<file path="src/hdl/ffalu_pkg.sv">
// ----------------------------------------------------------------------------
// ffalu_pkg
// Shared codes, widths and types of the single-precision four-function ALU.
// ----------------------------------------------------------------------------
package ffalu_pkg;

  // operator character codes
  localparam logic [7:0] CMD_ADD = 8'd43;
  localparam logic [7:0] CMD_SUB = 8'd45;
  localparam logic [7:0] CMD_MUL = 8'd42;
  localparam logic [7:0] CMD_DIV = 8'd47;

  // error codes
  localparam logic [1:0] ERR_OK      = 2'd0;
  localparam logic [1:0] ERR_INF     = 2'd1;
  localparam logic [1:0] ERR_DIVZERO = 2'd2;
  localparam logic [1:0] ERR_BADOP   = 2'd3;

  localparam logic [31:0] QNAN = 32'h7FC0_0000;

  // quotient bits produced by the divider, and bits per divider stage
  localparam int QUO_BITS         = 26;
  localparam int DIV_STEP_DEFAULT = 2;

  // wide mantissa and working exponent
  localparam int MW = 48;
  localparam int EW = 11;

  typedef logic signed [EW-1:0] exp_t;
  typedef logic [MW-1:0]        wide_t;

  // unrounded result: value = m * 2^(e - 174)
  typedef struct packed {
    logic       special;
    logic [1:0] err;
    logic       sign;
    exp_t       e;
    wide_t      m;
  } norm_t;

endpackage

</file>
<file path="src/hdl/ffalu_div.sv">
// ----------------------------------------------------------------------------
// ffalu_div
// Pipelined restoring divider: quo = floor(num * 2^25 / den), plus sticky.
// ----------------------------------------------------------------------------
module ffalu_div #(
  parameter int DIV_STEP = ffalu_pkg::DIV_STEP_DEFAULT
) (
  input  logic                          clk,
  input  logic                          en,
  input  logic [23:0]                   num,
  input  logic [23:0]                   den,
  output logic [ffalu_pkg::QUO_BITS-1:0] quo,
  output logic                          sticky
);

  localparam int QB     = ffalu_pkg::QUO_BITS;
  localparam int STAGES = QB / DIV_STEP;

  logic [24:0]   rem   [STAGES];
  logic [23:0]   den_p [STAGES];
  logic [QB-1:0] quo_p [STAGES];

  for (genvar k = 0; k < STAGES; k++) begin : g_stage
    logic [24:0]   r_in;
    logic [24:0]   r_w;
    logic [23:0]   d_in;
    logic [QB-1:0] q_in;
    logic [QB-1:0] q_w;

    if (k == 0) begin : g_first
      assign r_in = {1'b0, num};
      assign d_in = den;
      assign q_in = '0;
    end else begin : g_next
      assign r_in = rem[k-1];
      assign d_in = den_p[k-1];
      assign q_in = quo_p[k-1];
    end

    // remainder is kept doubled after each step
    always_comb begin
      r_w = r_in;
      q_w = q_in;
      for (int j = 0; j < DIV_STEP; j++) begin
        if (r_w >= {1'b0, d_in}) begin
          r_w = (r_w - {1'b0, d_in}) << 1;
          q_w = {q_w[QB-2:0], 1'b1};
        end else begin
          r_w = r_w << 1;
          q_w = {q_w[QB-2:0], 1'b0};
        end
      end
    end

    always_ff @(posedge clk) begin
      if (en) begin
        rem[k]   <= r_w;
        den_p[k] <= d_in;
        quo_p[k] <= q_w;
      end
    end
  end

  assign quo    = quo_p[STAGES-1];
  assign sticky = |rem[STAGES-1];

endmodule

</file>
<file path="config.mk">
export PLATFORM = sky130hd
export DESIGN_NAME = ffalu_div
export DESIGN_NICKNAME = d
export VERILOG_FILES = /design/src/hdl/ffalu_pkg.sv /design/src/hdl/ffalu_div.sv
export SDC_FILE = /design/constraint.sdc
export NUM_CORES = 2
export LEC_CHECK = 0
export ABC_AREA = 1
export ABC_CLOCK_PERIOD_IN_PS = 5000
export BUFFER_PORTS_ARGS = -buffer_cell sky130_fd_sc_hd__buf_4
export CAP_MARGIN = 20
export CORE_UTILIZATION = 50
export DETAILED_ROUTE_END_ITERATION = 10
export GPL_TIMING_DRIVEN = 0
export PLACE_DENSITY = 0.65
export SKIP_LAST_GASP = 1
export SLEW_MARGIN = 20
export SYNTH_ARGS = -nofsm -noshare
export SYNTH_HDL_FRONTEND = slang
export SYNTH_SLANG_ARGS = --single-unit
</file>
<file path="constraint.sdc">
create_clock -name clk -period 5 [get_ports clk]
set_input_delay 0.75 -clock clk [delete_from_list [all_inputs] [get_ports clk]]
set_output_delay 0.75 -clock clk [all_outputs]
set_load 0.02 [all_outputs]
</file>
Word-level counts from Yosys, hierarchy flattened

Memories as Yosys holds them, arrays and structs flattened.
Index checks and enable logic that the tools add are counted.

Bits of input ports: 50
ROM bits: 0
RAM bits: 975
Register bits after elaboration: 0
Word-level logic and storage cells: 110
Latch bits: 0
Memories kept: 3
Output and inout port bits: 27

Memory list:

| name  | words | width | rd ports | clocked after memory_dff | write ports | RTL line        | text |
|---|---|---|---|---|---|---|---|
| quo_p | 13    | 26    | 13       | 0                        | 13          | ffalu_div.sv:21 | `logic [QB-1:0] quo_p [STAGES];` |
| rem   | 13    | 25    | 13       | 0                        | 13          | ffalu_div.sv:19 | `logic [24:0] rem [STAGES];` |
| den_p | 13    | 24    | 12       | 0                        | 13          | ffalu_div.sv:20 | `logic [23:0] den_p [STAGES];` |

$add $sub $neg: 26
Reduce and logical (&&, ||, !) cells: 1
Mux-type cells: 54
Multiply operators: 0
Eq/ne operators: 0
Magnitude comparators: 26
Shift operators: 0
Div/mod/pow operators: 0
Bitwise logic cells: 0

Operators by type and width:

| cell             | number |
|---|---|
| $mux 25          | 26 |
| $ge 25x24->1     | 25 |
| $sub 24x24->24   | 26 |
| $mux 1           | 28 |
| $reduce_or 25->1 | 1 |
| $ge 24x24->1     | 1 |

Depth between registers and ports, before layout

An unclocked memory read counts as a cell.

Word-level depth: 5
Gate-level depth with buffers: 31
Gate-level depth less buffers: 28

Least setup slack after synthesis

No wires, ideal clock.

Kind: input -> register
Start: input port num[0]
End: memory rem[0][13], data pin
Cell stages on the path: 25
Path buffers: 2
Path slack: 0.944 ns
Arrival time: 3.802 ns
Cell sequence: inv_1 -> ha_1 -> fa_1 -> inv_1 -> nand3_1 -> nand3_1 -> nand2_1 -> nand3_1 -> nand2_1 -> nand3_2 -> inv_2 -> buf_2 -> nand2_1 -> nand2_1 -> ha_1 -> a21oi_1 -> o21a_1 -> o21ai_0 -> nand2_1 -> nand3_1 -> nand2_1 -> nand3_2 -> buf_4 -> nand2_1 -> nand2_1

RTL lines:

| item        | RTL line        | text |
|---|---|---|
| from (decl) | ffalu_div.sv:10 | `input logic [23:0] num,` |
| to (decl)   | ffalu_div.sv:19 |  |

==> key figures <==
Logic synthesis
  – Cells taking the most area after synthesis: edfxtp_1 (32%), nand2_1 (20%), ha_1 (10%)
  – Mapped Avg Cell Area: ~7 um^2
  – Primary FF master, synth: edfxtp_1
  – Largest family of logic cells by synthesized area: simple AND/OR/NAND/NOR gates
  – Number of enable-type register cells in the synthesized netlist: slightly below 800
  – Unique cell type count in the Yosys netlist: 53
  – Async S/R FF share, synth: 0%
  – Syn Nets: roughly 12,000
  – Post-synthesis simple-gate area fraction: between 30% and 40%
  – Total standard cell area after synthesis: ~74,000 um^2
  – Xor/xnor cell area share of the yosys netlist: 3.23%
  – Complex-gate fraction of the synthesized area: between 6 and 7%
  – Synth warnings: 0
  – Adder-cell area share of the yosys netlist: 10.7%
  – Top cell type by total area after synthesis: edfxtp_1
  – Yosys top cell area share: around a third
  – Number of synthesized register bits: approximately 800
  – Synth cell count leaders: nand2_1 (4,026), inv_1 (1,745), nand3_1 (907), edfxtp_1 (782), nor2_1 (664)
  – Seq/Total Area, Yosys: a little under a third
  – Proportion of synthesized area in mux cells: 0%
  – Post-synthesis cell count: between 10,000 and 15,000
  – Most frequent cell after synthesis: nand2_1

Global routing
  – Via count of the first global-routing pass: 65,697
  – Pin count of the biggest net entering global routing: between 100 and 150
  – Overall routing resource usage: 31.8%
  – First-pass GRT wire length: approximately 370,000 um
  – Overall overflow remaining after global route: 0
  – Number of antenna violations at the first check in global routing: 2

Clock network
  – CTS root buf: clkbuf_16
  – TritonCTS clock tree: built
  – CTS clock-pin slew for the worst setup and hold paths: roughly 0.060 ns
  – Number of buffers created by CTS: 90
  – Quantity of hold-fixing buffers added after cts: 0
  – CTS HTree Levels: 3
  – Longest Clk Path Bufs: 3
  – Worst skew pair latency: 0.74 ns
  – TritonCTS Sinks: 782

Cells and area
  – Share of post-route cells with drive strength above 1: under 10%
  – Post-layout nets: between 10,000 and 15,000
  – Area Growth Syn to Fin: 8.90%
  – Post-route core utilization: 54.8%
  – Final Non-Filler Cells: between 10,000 and 15,000
  – Fill cells: approximately 15,000

Placement
  – Cells after DPL: between 10,000 and 15,000
  – Count of input and output buffers: 76
  – Dpl ws: -0.121 ns
  – Weighted congestion at the end of routability-driven global placement: a little under 1
  – HPWL after detailed placement: ~200,000 um

Critical path
  – Count of cell instances traversed by the critical path: 20
  – Count of cells along the worst register-to-register path: 20
  – Capture instance of the worst register-to-register path: rem[2][92]
  – Bufs and invs on worst path: 5
  – Flop-to-flop setup slack: about 0.18 ns
  – CP Max Fanout: 10
  – CP delay by family, top: simple AND/OR/NAND/NOR gates
  – Kind of capture point of the worst setup path: register
  – Critical Path Slowest Stage Cell: edfxtp_1
  – Type of the worst setup path: reg2reg
  – Largest stage delay on the critical path: 0.54 ns
  – Cell mode on critical path: nand2_1
  – Data arrival time at the worst-slack endpoint: ~5.4 ns
  – First element of the critical path: den_p[1][65]
  – Worst r2r src: den_p[1][65]
  – Critical Path Sink: rem[2][92]
  – Worst EP required: around 5.6 ns
  – List of cells traversed by the critical path: inv_1 -> ha_1 -> nand2_1 -> inv_1 -> nand3_1 -> nor3_1 -> nand3_2 -> clkbuf_1 -> nand4_1 -> nand2_1 -> ha_1 -> nand2_1 -> nor3_1 -> a41oi_1 -> nand2_1 -> clkinv_2 -> nand3_4 -> buf_6 -> nand2_1 -> nand2_1
  – Nature of the critical path startpoint: register

Timing
  – Worst clock skew: about 0.042 ns
  – Summed negative setup slack over all endpoints: 0 ns
  – Max-slew headroom: 59.9%
  – Worst-margin pin slew: just under 0.6 ns
  – Final Max Tran Viols: 0
  – Share of the clock period used by the worst path after layout: 96.5%
  – Number of endpoints with negative hold slack in the final report: 0
  – Setup slack of the critical path after layout: around 0.18 ns
  – Timing-limited maximum frequency: 207 MHz
  – Setup violation total in the final timing report: 0
  – Min cycle time layout: 4.82 ns

Hold path
  – Class of the worst hold path: in2reg

Floorplanning
  – Initial core utilization: about half
  – Overall die area: 150,000 um^2
  – Horizontal die dimension: around 390 um
  – Floorplan row count: between 100 and 150
  – Top Ports: 77
  – Die Height: slightly below 400 um
  – Core outline area: about 150,000 um^2

Detailed routing
  – Drt drc: 0
  – Initial DRC count: approximately 6,200
  – Overall via count from detail_route: between 70,000 and 80,000
  – Via density: about 5.4
  – Final ANT Viol Nets: 0
  – Routed len/inst: roughly 19 um
  – Drt total wl: around 240,000 um
  – Initial DRT Pass Iterations: 6

Run
  – Count of max-cap constraint violations: 0

Run status
  – Status: finished clean
==> logic make-up after synthesis <==
kind of cell | count (synthesis)
compound gates | 847
xor+xnor | 274
fa+ha+maj | 626
buf+inv | 1922
flops | 782
simple gates | 6444
==> registers in the layout (all words and copies together), names as in the netlist <==
| signal | cells |
|---|---|
| quo_p | 182 |
| rem | 312 |
| den_p | 288 |
==> worst min path at each step <==
stage,from,endpoint,slack [ns],cells past startpoint
6_report,den[2],den_p[0][2],0.24,1
5_1_grt,den[2],den_p[0][2],0.19,1
4_1_cts,den[2],den_p[0][2],0.18,1
3_5_place_dp,quo_p[9][0],quo_p[10][2],0.40,0
3_3_place_gp,quo_p[10][15],quo_p[11][17],0.40,0
2_1_floorplan,quo_p[9][8],quo_p[10][10],0.40,0
==> metrics by stage <==
stage                     hold WS, ns  area [um^2]
after floorplan                 0.400        74200
after global placement          0.400        77200
after detailed placement        0.405        77400
after CTS                       0.178        80500
after global routing            0.192        80800
final                           0.235        80800
==> cell type report <==
| type | instances | area, um^2 | area share [%] |
|---|---|---|---|
| buffer | 133 | 1030 | 1.27 |
| antenna | 2 | 5.00 | 0.00619 |
| clock inverter | 64 | 732 | 0.906 |
| inverter | 1789 | 6740 | 8.34 |
| multi-input combinational | 8191 | 43200 | 53.4 |
| sequential | 782 | 23500 | 29.1 |
| tap | 1930 | 2410 | 2.99 |
| clock buffer | 103 | 2340 | 2.90 |
| timing repair buffer | 98 | 903 | 1.12 |
==> cell usage in the layout (no fill, tap or decap), types with 19 or more instances in the layout <==
cell type,count
nand2_1,4021
inv_1,1741
nand3_1,907
edfxtp_1,782
nor2_1,662
ha_1,604
a21oi_1,498
nand4_1,251
o21ai_0,201
xor2_1,174
nand2_2,145
or2_2,141
buf_4,119
xnor2_1,100
clkbuf_16,92
nor3_1,62
nand3b_1,55
buf_2,45
buf_6,44
nor2_2,37
a21o_1,37
inv_2,34
nand3_2,33
o21bai_1,28
nor4_1,23
nand3_4,21
clkinv_1,19
==> layer usage <==
| metal | vias up | global-route usage, % | routed length (um) | share of wire [%] |
|---|---|---|---|---|
| li1 | 35527 | - | - | - |
| met1 | 32419 | 43.1 | 109000 | 44 |
| met2 | 2438 | 51.6 | 110000 | 45 |
| met3 | 458 | 3.66 | 15600 | 6.4 |
| met4 | 2 | 12.9 | 10400 | 4.2 |
| met5 | - | 0 | 13 | 0.0053 |
==> repair_timing <==
action                                  in CTS  in global routing
endpoints found under the setup margin       7                226
pin swaps                                    0                  3
resized for setup                            1                 56
buffers inserted                             0                 14
Power is not shown: default switching activity piles up to over one toggle a cycle in this logic, so the estimate is an artifact.
