**src/hdl/ffalu_pkg.sv**
```systemverilog
// ----------------------------------------------------------------------------
// ffalu_pkg
// Shared codes, widths and types of the single-precision four-function ALU.
// ----------------------------------------------------------------------------
package ffalu_pkg;

  // operator character codes
  localparam logic [7:0] CMD_ADD = 8'd43;
  localparam logic [7:0] CMD_SUB = 8'd45;
  localparam logic [7:0] CMD_MUL = 8'd42;
  localparam logic [7:0] CMD_DIV = 8'd47;

  // error codes
  localparam logic [1:0] ERR_OK      = 2'd0;
  localparam logic [1:0] ERR_INF     = 2'd1;
  localparam logic [1:0] ERR_DIVZERO = 2'd2;
  localparam logic [1:0] ERR_BADOP   = 2'd3;

  localparam logic [31:0] QNAN = 32'h7FC0_0000;

  // quotient bits produced by the divider, and bits per divider stage
  localparam int QUO_BITS         = 26;
  localparam int DIV_STEP_DEFAULT = 2;

  // wide mantissa and working exponent
  localparam int MW = 48;
  localparam int EW = 11;

  typedef logic signed [EW-1:0] exp_t;
  typedef logic [MW-1:0]        wide_t;

  // unrounded result: value = m * 2^(e - 174)
  typedef struct packed {
    logic       special;
    logic [1:0] err;
    logic       sign;
    exp_t       e;
    wide_t      m;
  } norm_t;

endpackage

```
**src/hdl/ffalu_round.sv**
```systemverilog
// ----------------------------------------------------------------------------
// ffalu_round
// Normalise, denormalise and round-to-nearest-even; three register stages.
// ----------------------------------------------------------------------------
module ffalu_round (
  input  logic             clk,
  input  logic             en,
  input  ffalu_pkg::norm_t rin,
  output logic [31:0]      answer,
  output logic [1:0]       error_code
);

  typedef struct packed {
    logic       special;
    logic [1:0] err;
    logic       sign;
    logic       zero;
    logic       left;
    logic [5:0] amt;
    logic       ovf;
    logic [7:0] ef;
    ffalu_pkg::wide_t m;
  } r1_t;

  typedef struct packed {
    logic        special;
    logic [1:0]  err;
    logic        sign;
    logic        zero;
    logic        ovf;
    logic [7:0]  ef;
    logic [23:0] mant;
    logic        g;
    logic        st;
  } r2_t;

  function automatic logic [5:0] lzc48(input ffalu_pkg::wide_t v);
    logic [5:0] n;
    n = 6'd48;
    for (int i = 0; i < ffalu_pkg::MW; i++) begin
      if (v[i]) n = 6'(ffalu_pkg::MW - 1 - i);
    end
    return n;
  endfunction

  r1_t b1, b1_next;
  r2_t b2, b2_next;

  logic [5:0]      lz;
  ffalu_pkg::exp_t lz_s;
  ffalu_pkg::exp_t expf;
  ffalu_pkg::exp_t rsh;

  always_comb begin
    lz   = lzc48(rin.m);
    lz_s = ffalu_pkg::exp_t'({5'b0, lz});
    rsh  = ffalu_pkg::exp_t'(1) - rin.e;
    b1_next.special = rin.special;
    b1_next.err     = rin.err;
    b1_next.sign    = rin.sign;
    b1_next.zero    = (rin.m == '0);
    b1_next.m       = rin.m;
    if (rin.e > lz_s) begin
      b1_next.left = 1'b1;
      b1_next.amt  = lz;
      expf         = rin.e - lz_s;
    end else if (rin.e >= ffalu_pkg::exp_t'(1)) begin
      // subnormal: shift only as far as the minimum exponent
      b1_next.left = 1'b1;
      b1_next.amt  = 6'(rin.e - ffalu_pkg::exp_t'(1));
      expf         = '0;
    end else begin
      b1_next.left = 1'b0;
      b1_next.amt  = (rsh > ffalu_pkg::exp_t'(63)) ? 6'd63 : rsh[5:0];
      expf         = '0;
    end
    b1_next.ovf = (expf >= ffalu_pkg::exp_t'(255));
    b1_next.ef  = expf[7:0];
  end

  ffalu_pkg::wide_t m2;
  logic             rs;

  always_comb begin
    if (b1.left) begin
      m2 = b1.m << b1.amt;
      rs = 1'b0;
    end else begin
      m2 = b1.m >> b1.amt;
      rs = |(b1.m & ~({ffalu_pkg::MW{1'b1}} << b1.amt));
    end
    b2_next.special = b1.special;
    b2_next.err     = b1.err;
    b2_next.sign    = b1.sign;
    b2_next.zero    = b1.zero;
    b2_next.ovf     = b1.ovf;
    b2_next.ef      = b1.ef;
    b2_next.mant    = m2[47:24];
    b2_next.g       = m2[23];
    b2_next.st      = (|m2[22:0]) | rs;
  end

  logic        up;
  logic [30:0] mag;

  // carry out of the fraction moves into the exponent, up to infinity
  assign up  = b2.g & (b2.st | b2.mant[0]);
  assign mag = {b2.ef, b2.mant[22:0]} + 31'(up);

  always_ff @(posedge clk) begin
    if (en) begin
      b1 <= b1_next;
      b2 <= b2_next;
      error_code <= b2.err;
      if (b2.special) begin
        answer <= ffalu_pkg::QNAN;
      end else if (b2.zero) begin
        answer <= {b2.sign, 31'b0};
      end else if (b2.ovf) begin
        answer <= {b2.sign, 8'hFF, 23'b0};
      end else begin
        answer <= {b2.sign, mag};
      end
    end
  end

endmodule

```
**config.mk**
```make
export PLATFORM = sky130hd
export DESIGN_NAME = ffalu_round
export DESIGN_NICKNAME = d
export VERILOG_FILES = /design/src/hdl/ffalu_pkg.sv /design/src/hdl/ffalu_round.sv
export SDC_FILE = /design/constraint.sdc
export NUM_CORES = 1
export LEC_CHECK = 0
export ABC_AREA = 0
export BUFFER_PORTS_ARGS = -buffer_cell sky130_fd_sc_hd__buf_2
export CAP_MARGIN = 20
export CORE_MARGIN = 1.5
export CORE_UTILIZATION = 60
export CTS_CLUSTER_SIZE = 25
export DETAILED_ROUTE_END_ITERATION = 16
export PLACE_DENSITY_LB_ADDON = 0.2
export SLEW_MARGIN = 20
export SYNTH_ARGS = -nofsm -noshare
export SYNTH_HDL_FRONTEND = slang
export SYNTH_SLANG_ARGS = --single-unit
```
**constraint.sdc**
```tcl
create_clock -name clk -period 4.6 [get_ports clk]
set_input_delay 0.92 -clock clk [delete_from_list [all_inputs] [get_ports clk]]
set_output_delay 0.92 -clock clk [all_outputs]
set_load 0.005 [all_outputs]
```
Word-level counts from Yosys, hierarchy flattened
Cells that the tools add are included.

storage, ports and cells
  output and inout port bits = 34
  input bits = 65
  register bits = 142
  logic and storage cells = 97

cells by class
  $add $sub $neg = 4
  muxes and demuxes = 56
  bitwise operators = 5
  shift operators = 3
  order comparisons = 4
  reduce and logical (&&, ||, !) cells = 4

operators by type and width
  operator                                                             count
  two-way mux 6 bit                                                    49
  two-way mux 31 bit                                                   2
  bitwise AND 48 bit                                                   1
  logical NOT 48 bit                                                   1
  inverter 48 bit                                                      1
  OR reduction 48 bit                                                  1
  << shifter 48 x 6 -> 47 bit                                          1
  << shifter 48 x 6 -> 48 bit (first input constant)                   1
  >> shifter 48 x 6 -> 47 bit                                          1
  two-way mux 47 bit                                                   1
  adder 31 x 1 -> 31 bit                                               1
  OR reduction 23 bit                                                  1
  greater-or-equal comparator 11 x 2 -> 1 bit (second input constant)  1
  greater-or-equal comparator 11 x 9 -> 1 bit (second input constant)  1
  > comparator 11 x 7 -> 1 bit                                         1
  > comparator 11 x 7 -> 1 bit (second input constant)                 1
  two-way mux 11 bit                                                   1
  subtractor 11 x 7 -> 11 bit                                          1
  subtractor 2 x 11 -> 11 bit (first input constant)                   1
  two-way mux 7 bit                                                    1
  subtractor 6 x 2 -> 6 bit (second input constant)                    1
  two-way mux 5 bit                                                    1
  OR reduction 3 bit                                                   1
  bitwise OR 1 bit                                                     2
  2 further kinds                                                      2

Depth between registers and ports, before layout
Gate-level depths: netlist (run 1).

  word-level depth = 51
  depth in mapped cells = 18
  mapped depth without buffers = 18

Worst setup path before layout (run 1)
OpenSTA, ideal clock, no wires.

  path type = input -> register
  start = in rin[2] in the netlist's numbering
  end = reg b1[56] in the netlist's numbering (data pin)
  library setup time = 0.281 ns
  path slack = 0.334 ns
  stages = 17
  path buffers = 1
  data arrival time = 3.986 ns
  required time = 4.319 ns
  cells stage by stage = o31ai_1 > a211oi_1 > o31ai_1 > a31o_2 > a31oi_1 > o41a_1 > nand2b_1 > ha_1 > nor2b_1 > o21a_1 > o21a_1 > o21ba_2 > nor2_1 > o21ai_0 > nand2_1 > clkbuf_1 > a221oi_1

RTL lines
  element               RTL line            text
  from (decl)           ffalu_round.sv:8    input ffalu_pkg::norm_t rin,
  to (signal assigned)  ffalu_round.sv:112  b1 <= b1_next;
  to (decl)             ffalu_round.sv:46   r1_t b1, b1_next;

==> reports/qor.txt, run 1 <==
STATUS
------------------------------------------------------------------------------------------
Run status ..................................................................    completed

LOGIC SYNTHESIS
------------------------------------------------------------------------------------------
Sequential area share after synthesis .......................................        34.7%
Number of different library cells in the post-synthesis netlist .............           82
Number of instances in the synthesized netlist ..............................         1321
Synthesis Warnings ..........................................................            0
Number of synthesized flops with an enable pin ..............................          142
Most used flip-flop cell after synthesis ....................................     edfxtp_1
Netlist area before placement ...............................................   12300 um^2
Net count after synthesis ...................................................         1399
Flip-flop and latch count after synthesis ...................................          142
Async set-or-reset flop fraction in the synthesized netlist .................           0%
Post-Syn Area per Cell ......................................................    9.31 um^2

HOLD PATH
------------------------------------------------------------------------------------------
Worst min path class ........................................................ flip-flop to flip-flop

FLOORPLANNING
------------------------------------------------------------------------------------------
Core ar. ....................................................................   20200 um^2
Width of the die ............................................................       146 um
Rows ........................................................................           52
Overall die area ............................................................   21400 um^2
Die span in y ...............................................................       146 um
Initial core utilization ....................................................        61.0%
Ports .......................................................................           99

POWER AND IR DROP
------------------------------------------------------------------------------------------
Sw Ratio ....................................................................        37.2%
Share of power burned in registers ..........................................        36.7%
Peak supply drop ............................................................   0.000320 V
Clk pwr share ...............................................................        30.0%
Leak ........................................................................      5.12 nW
Pwr dens ....................................................................  340 nW/um^2
Internal power consumption ..................................................      2.92 mW
Logic gate share of total power .............................................        33.3%
Psw .........................................................................      1.73 mW

CLOCKING
------------------------------------------------------------------------------------------
Maximum buffer depth of the clock tree ......................................            2
Clock edge transition at the registers on the reported setup and hold paths .      0.07 ns
TritonCTS sink count ........................................................          142
H-tree depth reported by CTS ................................................            4
# hold bufs at CTS ..........................................................            0
Clock root buffer ...........................................................    clkbuf_16
Clock latency of the later-clocked register in the worst-skew pair ..........      0.44 ns
Number of buffers created by CTS ............................................           17
Clock tree from TritonCTS ...................................................          yes

GLOBAL ROUTING
------------------------------------------------------------------------------------------
Vias in the first global route ..............................................        10.6k
Global route total overflow .................................................            0
Global-route total usage across every layer .................................        35.0%
Busiest layer in global routing .............................................         met2
Global-route met2 utilization ...............................................        54.0%
Met1 Track Usage GR .........................................................        48.1%
Pin count of the biggest net entering global routing ........................           94
Met3 Track Usage GR .........................................................        6.72%
Wire length of the first global-routing pass ................................     58400 um
Initial antenna violation count .............................................            0

STA
------------------------------------------------------------------------------------------
Fin crit share ..............................................................        95.2%
Final worst clock skew ......................................................    0.0163 ns
Measured slew at the worst slew-check pin ...................................     0.872 ns
Number of setup violations in the final report ..............................            0
Setup slack after layout ....................................................     0.220 ns
Relative slew slack .........................................................        41.7%
Hold Violations, Final ......................................................            0
Max Clock Freq ..............................................................      228 MHz
RSZ-0062 raised after global routing ........................................        false
Min Clock Period, post-route ................................................      4.38 ns
Number of slew-limit violations in the final report .........................            0

WORST SETUP PATH
------------------------------------------------------------------------------------------
Arrival time of data at the critical path endpoint ..........................      4.53 ns
Nature of the critical path startpoint ...................................... primary input
Worst R2R Path Depth ........................................................            9
Internal reg-to-reg setup slack .............................................      0.95 ns
Slowest CP cell .............................................................       o41a_1
Capturing element type of the critical path .................................    flip-flop
Cells traversed along the worst timing path ................................. buf_2, o31ai_1, a211oi_1, o31ai_1, a31o_2, a31oi_1, o41a_1, nand2b_1, ha_1, nor2b_1, o21a_1, o21a_1, o21ba_2, or2_2, o41ai_1, a22o_1, a221oi_2
Launching point of the worst reg2reg path ...................................       b1[57]
RR Endpoint .................................................................        b2[0]
Crit. Startpoint ............................................................       rin[2]
Required arrival time at the worst endpoint .................................      4.75 ns
Highest net fanout along the worst path .....................................            4
Buffers and inverters on the worst path .....................................            1
Crit path largest cell delay ................................................      0.42 ns
Class of the most critical setup path ....................................... primary input to flip-flop
Timing endpoint of the critical path ........................................       b1[56]
Critical path's top delay family ............................................ compound AO/OA/AOI/OAI gates
Number of gates on the worst path with buffers counted ......................           17

PLACED DESIGN
------------------------------------------------------------------------------------------
Count of placed standard cells including taps ...............................         1621
Cell Area, Placed ...........................................................   13000 um^2
Half-perimeter wire length after detailed placement .........................     27000 um
GP Congestion ...............................................................         1.02
Buffers on Ports ............................................................           98
Worst setup slack before clock tree synthesis ...............................    -0.222 ns

ROUTING
------------------------------------------------------------------------------------------
Via-per-instance ratio ......................................................         6.96
Vias ........................................................................        11.5k
Wire length after detailed routing ..........................................     37300 um
DRT Pass-1 Iters ............................................................            6
Antenna violation net count after detailed routing ..........................            0
Number of DRC markers after the initial detailed-route iteration ............         1614
DRC Markers .................................................................            0
Post-DR wirelength/cell .....................................................      22.5 um

FINISH
------------------------------------------------------------------------------------------
Final #Nets .................................................................         1449
Final instance count without filler cells ...................................         1654
Proportion of layout cells with a drive suffix above 1 ......................        19.4%
Total of fill cells in the finished design ..................................         1625
Commonest cells after routing, fill and taps aside .......................... nor2_1 (163), edfxtp_1 (142), a21oi_1 (98), nand2_1 (97), buf_2 (97)
Final Instance Area .........................................................   13700 um^2
Area Growth Syn to Fin ......................................................        11.3%
Leading cell type in the layout, fill and taps excluded .....................       nor2_1
Count of inserted antenna diode cells .......................................            0

RUN
------------------------------------------------------------------------------------------
Count of max-cap constraint violations ......................................            0

-- worst register-to-register path: cells and delay by family (launching register included) --
family	cells	cell delay, ns
buffers and inverters	2	0.95
DFF	1	0.76
AOI/OAI and AO/OA	3	0.72
and+or+nand+nor	3	0.70
muxes	1	0.23
-- power by group through the flow --
stage               Clock (mW)  Sequential [mW]  Combinational, mW
global placement             0             1.72               1.49
CTS                       1.41             1.70               1.50
finish                    1.40             1.71               1.55
floorplan                    0             1.64               1.09
global route              1.46             1.72               1.65
detailed placement           0             1.73               1.49
-- worst min path at each step --
| stage | from | to | slack [ns] | cells past startpoint |
|---|---|---|---|---|
| 2_1_floorplan | b1[48] | b2[26] | 0.40 | 0 |
| 3_3_place_gp | b1[65] | b2[36] | 0.40 | 0 |
| 3_5_place_dp | b2[37] | error_code[0] | 0.41 | 0 |
| 4_1_cts | b1[50] | b2[28] | 0.42 | 0 |
| 5_1_grt | b1[48] | b2[26] | 0.42 | 0 |
| 6_report | b1[50] | b2[28] | 0.42 | 0 |
-- synth_stat cells, drive strengths merged (10+ instances only) --
master    n  area, um^2
nand2b   11        68.8
and3     10        62.6
nor3     34         170
ha       12         150
a31oi    10        62.6
nand4    11        68.8
inv      34         128
xnor2    16         140
or2      13        81.3
xor2     17         149
o21ai    66         330
nor4     17         113
nor2    163         612
mux2i    91         911
nand3    23         115
nand2    97         364
mux4     49        1140
a221oi   11        96.3
a211oi   25         188
a22o     14         123
or3      11        68.8
clkbuf   72         273
nor2b    10        62.6
o21a     10        75.1
a21oi    99         495
edfxtp  142        4260
o22ai    22         138
mux2     26         293
buf      46         223
-- logic make-up (layout without fill, tap and decap cells) --
kind of cell | after synthesis | in the layout | share of synthesized area, %
buf+inv | 155 | 218 | 5.16
simple gates | 429 | 429 | 16.3
fa+ha+maj | 14 | 14 | 1.47
xor+xnor | 33 | 33 | 2.35
compound gates | 382 | 382 | 21.0
mux | 166 | 166 | 19.0
flops | 142 | 142 | 34.7
-- flip-flops by register name, summed over array words and instances (netlist names) --
register    flops
answer         32
b1             69
b2             39
error_code      2
-- per-layer routing --
layer  routed length (um)  share of wire (%)
met1                15000                 40
met2                16700                 45
met3                 3750                 10
met4                 1800                4.8
met5                    0                  0
-- through the flow --
step / setup TNS (ns) / total power [mW] / utilization, % / hold slack, ns
detailed placement: -0.266 / 3.22 / 64.7 / 0.405
floorplan: 0 / 2.73 / - / 0.400
finish: 0 / 4.65 / 67.8 / 0.417
global placement: -0.228 / 3.20 / 64.7 / 0.401
global route: 0 / 4.83 / 67.8 / 0.422
CTS: 0 / 4.61 / 67.7 / 0.420
-- area by class of cell --
class	instances	area [um^2]	share of cell area (%)
Inverter	37	139	1.02
Multi-Input combinational cell	1024	7410	54.1
Timing Repair Buffer	149	917	6.71
Clock buffer	17	425	3.11
Clock inverter	15	189	1.38
Tap cell	270	338	2.47
Sequential cell	142	4260	31.2
-- what timing repair did --
action / in CTS / in global routing
resized for setup: 0 / 2
endpoints found under the setup margin: 0 / 1
setup buffers: 0 / 1
Power figures use the tool's default switching activity.
==> run 2: changes to the inputs <==
--- a/config.mk
+++ b/config.mk
@@ -5,7 +5,7 @@
 export SDC_FILE = /design/constraint.sdc
 export NUM_CORES = 1
 export LEC_CHECK = 0
-export ABC_AREA = 0
+export ABC_AREA = 1
 export BUFFER_PORTS_ARGS = -buffer_cell sky130_fd_sc_hd__buf_2
 export CAP_MARGIN = 20
 export CORE_MARGIN = 1.5
==> constraint.sdc (replaced) <==
create_clock -name clk -period 5.6 [get_ports clk]
set_input_delay 1.12 -clock clk [delete_from_list [all_inputs] [get_ports clk]]
set_output_delay 1.12 -clock clk [all_outputs]
set_load 0.005 [all_outputs]
==> run 2 against run 1 <==
Global-route usage increased by 3.8 points. Setup slack improved by 0.47 ns. Utilization increased by 1.0 points. Area after synthesis decreased by 6.6%. Register-to-register slack improved by 0.38 ns. Clock-buffer cell count unchanged. Largest power group unchanged. Highest routed layer unchanged.
==> reports/qor.txt, run 2 <==
WORST SETUP PATH
------------------------------------------------------------------------------------------
Arrival time of data at the critical path endpoint ..........................      5.10 ns
Slowest CP cell .............................................................         fa_2
Class of the most critical setup path ....................................... primary input to flip-flop
Crit path largest cell delay ................................................      0.34 ns
Nature of the critical path startpoint ...................................... primary input
Capturing element type of the critical path .................................    flip-flop
Required arrival time at the worst endpoint .................................      5.79 ns
Crit-path most repeated cell ................................................      nand2_1
Highest net fanout along the worst path .....................................            3

ROUTING
------------------------------------------------------------------------------------------
Wire length after detailed routing ..........................................     38200 um
DRT Pass-1 Iters ............................................................            8
Vias ........................................................................        12.2k
Post-DR wirelength/cell .....................................................      19.0 um
DRC Markers .................................................................            0
Number of DRC markers after the initial detailed-route iteration ............         1457
Via-per-instance ratio ......................................................         6.09
Antenna violation net count after detailed routing ..........................            0

FLOORPLANNING
------------------------------------------------------------------------------------------
Die span in y ...............................................................       141 um
Width of the die ............................................................       141 um
Overall die area ............................................................   20000 um^2
Rows ........................................................................           50
Initial core utilization ....................................................        61.4%
Ports .......................................................................           99
Core ar. ....................................................................   18700 um^2

LOGIC SYNTHESIS
------------------------------------------------------------------------------------------
Number of instances in the synthesized netlist ..............................         1684
Number of different library cells in the post-synthesis netlist .............           54
Ranking of synthesized cells by instance count .............................. nand2_1 (467), o21ai_0 (245), inv_1 (234)
Cell taking the most area after synthesis ...................................     edfxtp_1
Cell types with the largest area share after synthesis ...................... edfxtp_1 (37%), nand2_1 (15%), o21ai_0 (11%), inv_1 (7.7%), a21oi_1 (5.1%)
Net count after synthesis ...................................................         1762
Most frequently used cell type in the post-synthesis netlist ................      nand2_1
Sequential area share after synthesis .......................................        37.1%
Flip-flop and latch count after synthesis ...................................          142
Post-Syn Area per Cell ......................................................    6.82 um^2
Async set-or-reset flop fraction in the synthesized netlist .................           0%
Most used flip-flop cell after synthesis ....................................     edfxtp_1
Synthesis Warnings ..........................................................            0
Yosys top cell area share ...................................................        37.1%
Number of synthesized flops with an enable pin ..............................          142
Netlist area before placement ...............................................   11500 um^2

FINISH
------------------------------------------------------------------------------------------
Area taken by flip-flops and latches ........................................    4260 um^2
Final #Nets .................................................................         1836
Total of fill cells in the finished design ..................................         1641
Proportion of layout cells with a drive suffix above 1 ......................        11.9%
Leading cell type in the layout, fill and taps excluded .....................      nand2_1
Register with the most flip-flops ...........................................           b1
Final instance count without filler cells ...................................         2005
Biggest registers after layout .............................................. b1 x69, b2 x39, answer x32
Multi-input gate area .......................................................    6070 um^2
Count of inserted antenna diode cells .......................................            0
Area Growth Syn to Fin ......................................................        12.1%
Max FFs per register ........................................................           69
Commonest cells after routing, fill and taps aside .......................... nand2_1 (466), o21ai_0 (244), inv_1 (228), edfxtp_1 (142), nor2_1 (126)

CLOCKING
------------------------------------------------------------------------------------------
Clock tree from TritonCTS ...................................................          yes
Clock latency of the later-clocked register in the worst-skew pair ..........      0.45 ns
Clock edge transition at the registers on the reported setup and hold paths .      0.07 ns
H-tree depth reported by CTS ................................................            4
Clock root buffer ...........................................................    clkbuf_16
TritonCTS sink count ........................................................          142
Maximum buffer depth of the clock tree ......................................            2
Number of buffers created by CTS ............................................           17
# hold bufs at CTS ..........................................................            0

POWER AND IR DROP
------------------------------------------------------------------------------------------
Pwr dens ....................................................................  283 nW/um^2
Leak ........................................................................      5.77 nW
Total chip power ............................................................      3.64 mW
Peak supply drop ............................................................   0.000233 V

RUN
------------------------------------------------------------------------------------------
Count of max-cap constraint violations ......................................            0

STA
------------------------------------------------------------------------------------------
Hold Violations, Final ......................................................            0
Relative slew slack .........................................................        30.7%
Setup slack after layout ....................................................     0.693 ns
Max Clock Freq ..............................................................      204 MHz
Min Clock Period, post-route ................................................      4.91 ns
Hold Slack ..................................................................     0.413 ns
Fin crit share ..............................................................        87.6%
Number of setup violations in the final report ..............................            0
Measured slew at the worst slew-check pin ...................................      1.04 ns
Number of slew-limit violations in the final report .........................            0
Final worst clock skew ......................................................    0.0157 ns
RSZ-0062 raised after global routing ........................................         true

GLOBAL ROUTING
------------------------------------------------------------------------------------------
Wire length of the first global-routing pass ................................     59000 um
Initial antenna violation count .............................................            0
Pin count of the biggest net entering global routing ........................           99
Global-route total usage across every layer .................................        38.8%
Vias in the first global route ..............................................        11.0k
Global route total overflow .................................................            0

PLACED DESIGN
------------------------------------------------------------------------------------------
Worst setup slack before clock tree synthesis ...............................    0.0427 ns
Buffers on Ports ............................................................           98
Half-perimeter wire length after detailed placement .........................     29300 um
Count of placed standard cells including taps ...............................         1971
GP Congestion ...............................................................         1.03

STATUS
------------------------------------------------------------------------------------------
Run status ..................................................................    completed

HOLD PATH
------------------------------------------------------------------------------------------
Worst min path class ........................................................ flip-flop to flip-flop

==> run 2: cell types whose count changed in the layout (fill, tap and decap cells not counted), sizes merged, moves of 25 or more <==
cell,previous run,this run
nand2,97,472
inv,40,248
o21ai,66,247
mux2i,91,21
mux4,49,0
nand3,23,53
mux2,26,0
nor2,163,138
==> run 2: timing repair <==
action / in CTS / in global routing
endpoints found under the setup margin: 0 / 16
setup buffers: 0 / 2
gates resized for setup: 0 / 19
==> run 2: kinds of logic after synthesis <==
kind of cell | after synthesis | share of synthesized area [%]
adder cells (fa/ha/maj) | 13 | 1.48
AO/OA/AOI/OAI | 451 | 21.7
flip-flops | 142 | 37.1
AND/OR/NAND/NOR | 725 | 26.4
buffers and inverters | 318 | 10.4
XOR/XNOR | 14 | 1.07
multiplexers | 21 | 1.83
==> run 2: critical path, delay by kind of cell <==
kind	cells	cell delay (ns)
xor gates and xnor gates	1	0.15
adders and majority gates	2	0.54
AOI/OAI and AO/OA	3	0.48
and+or+nand+nor	49	2.60
buffers and inverters	3	0.19
==> run 2: metal layers <==
layer	track usage [%]	vias up	wire length (um)
met3	6.95	139	3520
met1	52.0	5534	15500
met2	61.1	719	17300
li1	-	5816	-
met4	18.6	0	1890
met5	0	-	0
==> run 2: path summary, 6_finish.rpt <==
path	start	endpoint	slack [ns]	cells past startpoint
setup / recovery	rin[2]	b1[56]	0.69	58
hold / removal	b1[64]	b2[35]	0.41	0
setup reg to reg	b1[61]	b2[0]	1.33	12
hold reg to reg	b1[64]	b2[35]	0.41	0
==> run 2: final cells by class <==
| type | instances | area share [%] |
|---|---|---|
| clock inverters | 15 | 1.33 |
| flip-flops and latches | 142 | 33.1 |
| repair buffers | 128 | 5.69 |
| inverters | 245 | 7.14 |
| multi-input cells | 1224 | 47.1 |
| well taps | 234 | 2.27 |
| clock buffers | 17 | 3.30 |
==> run 2: stage by stage <==
stage | cell area (um^2) | TNS [ns] | util [%]
CTS | 12800 | 0 | 68.4
finish | 12900 | 0 | 68.8
global route | 12900 | -0.140 | 68.8
global placement | 12200 | 0 | 65.2
detailed placement | 12200 | 0 | 65.2
floorplan | 11500 | 0 | -
==> run 2: report_power, final <==
group	internal, mW	total (mW)	switching [mW]
clock	0.597	1.14	0.544
combinational	0.334	1.15	0.817
sequential	1.28	1.35	0.0731
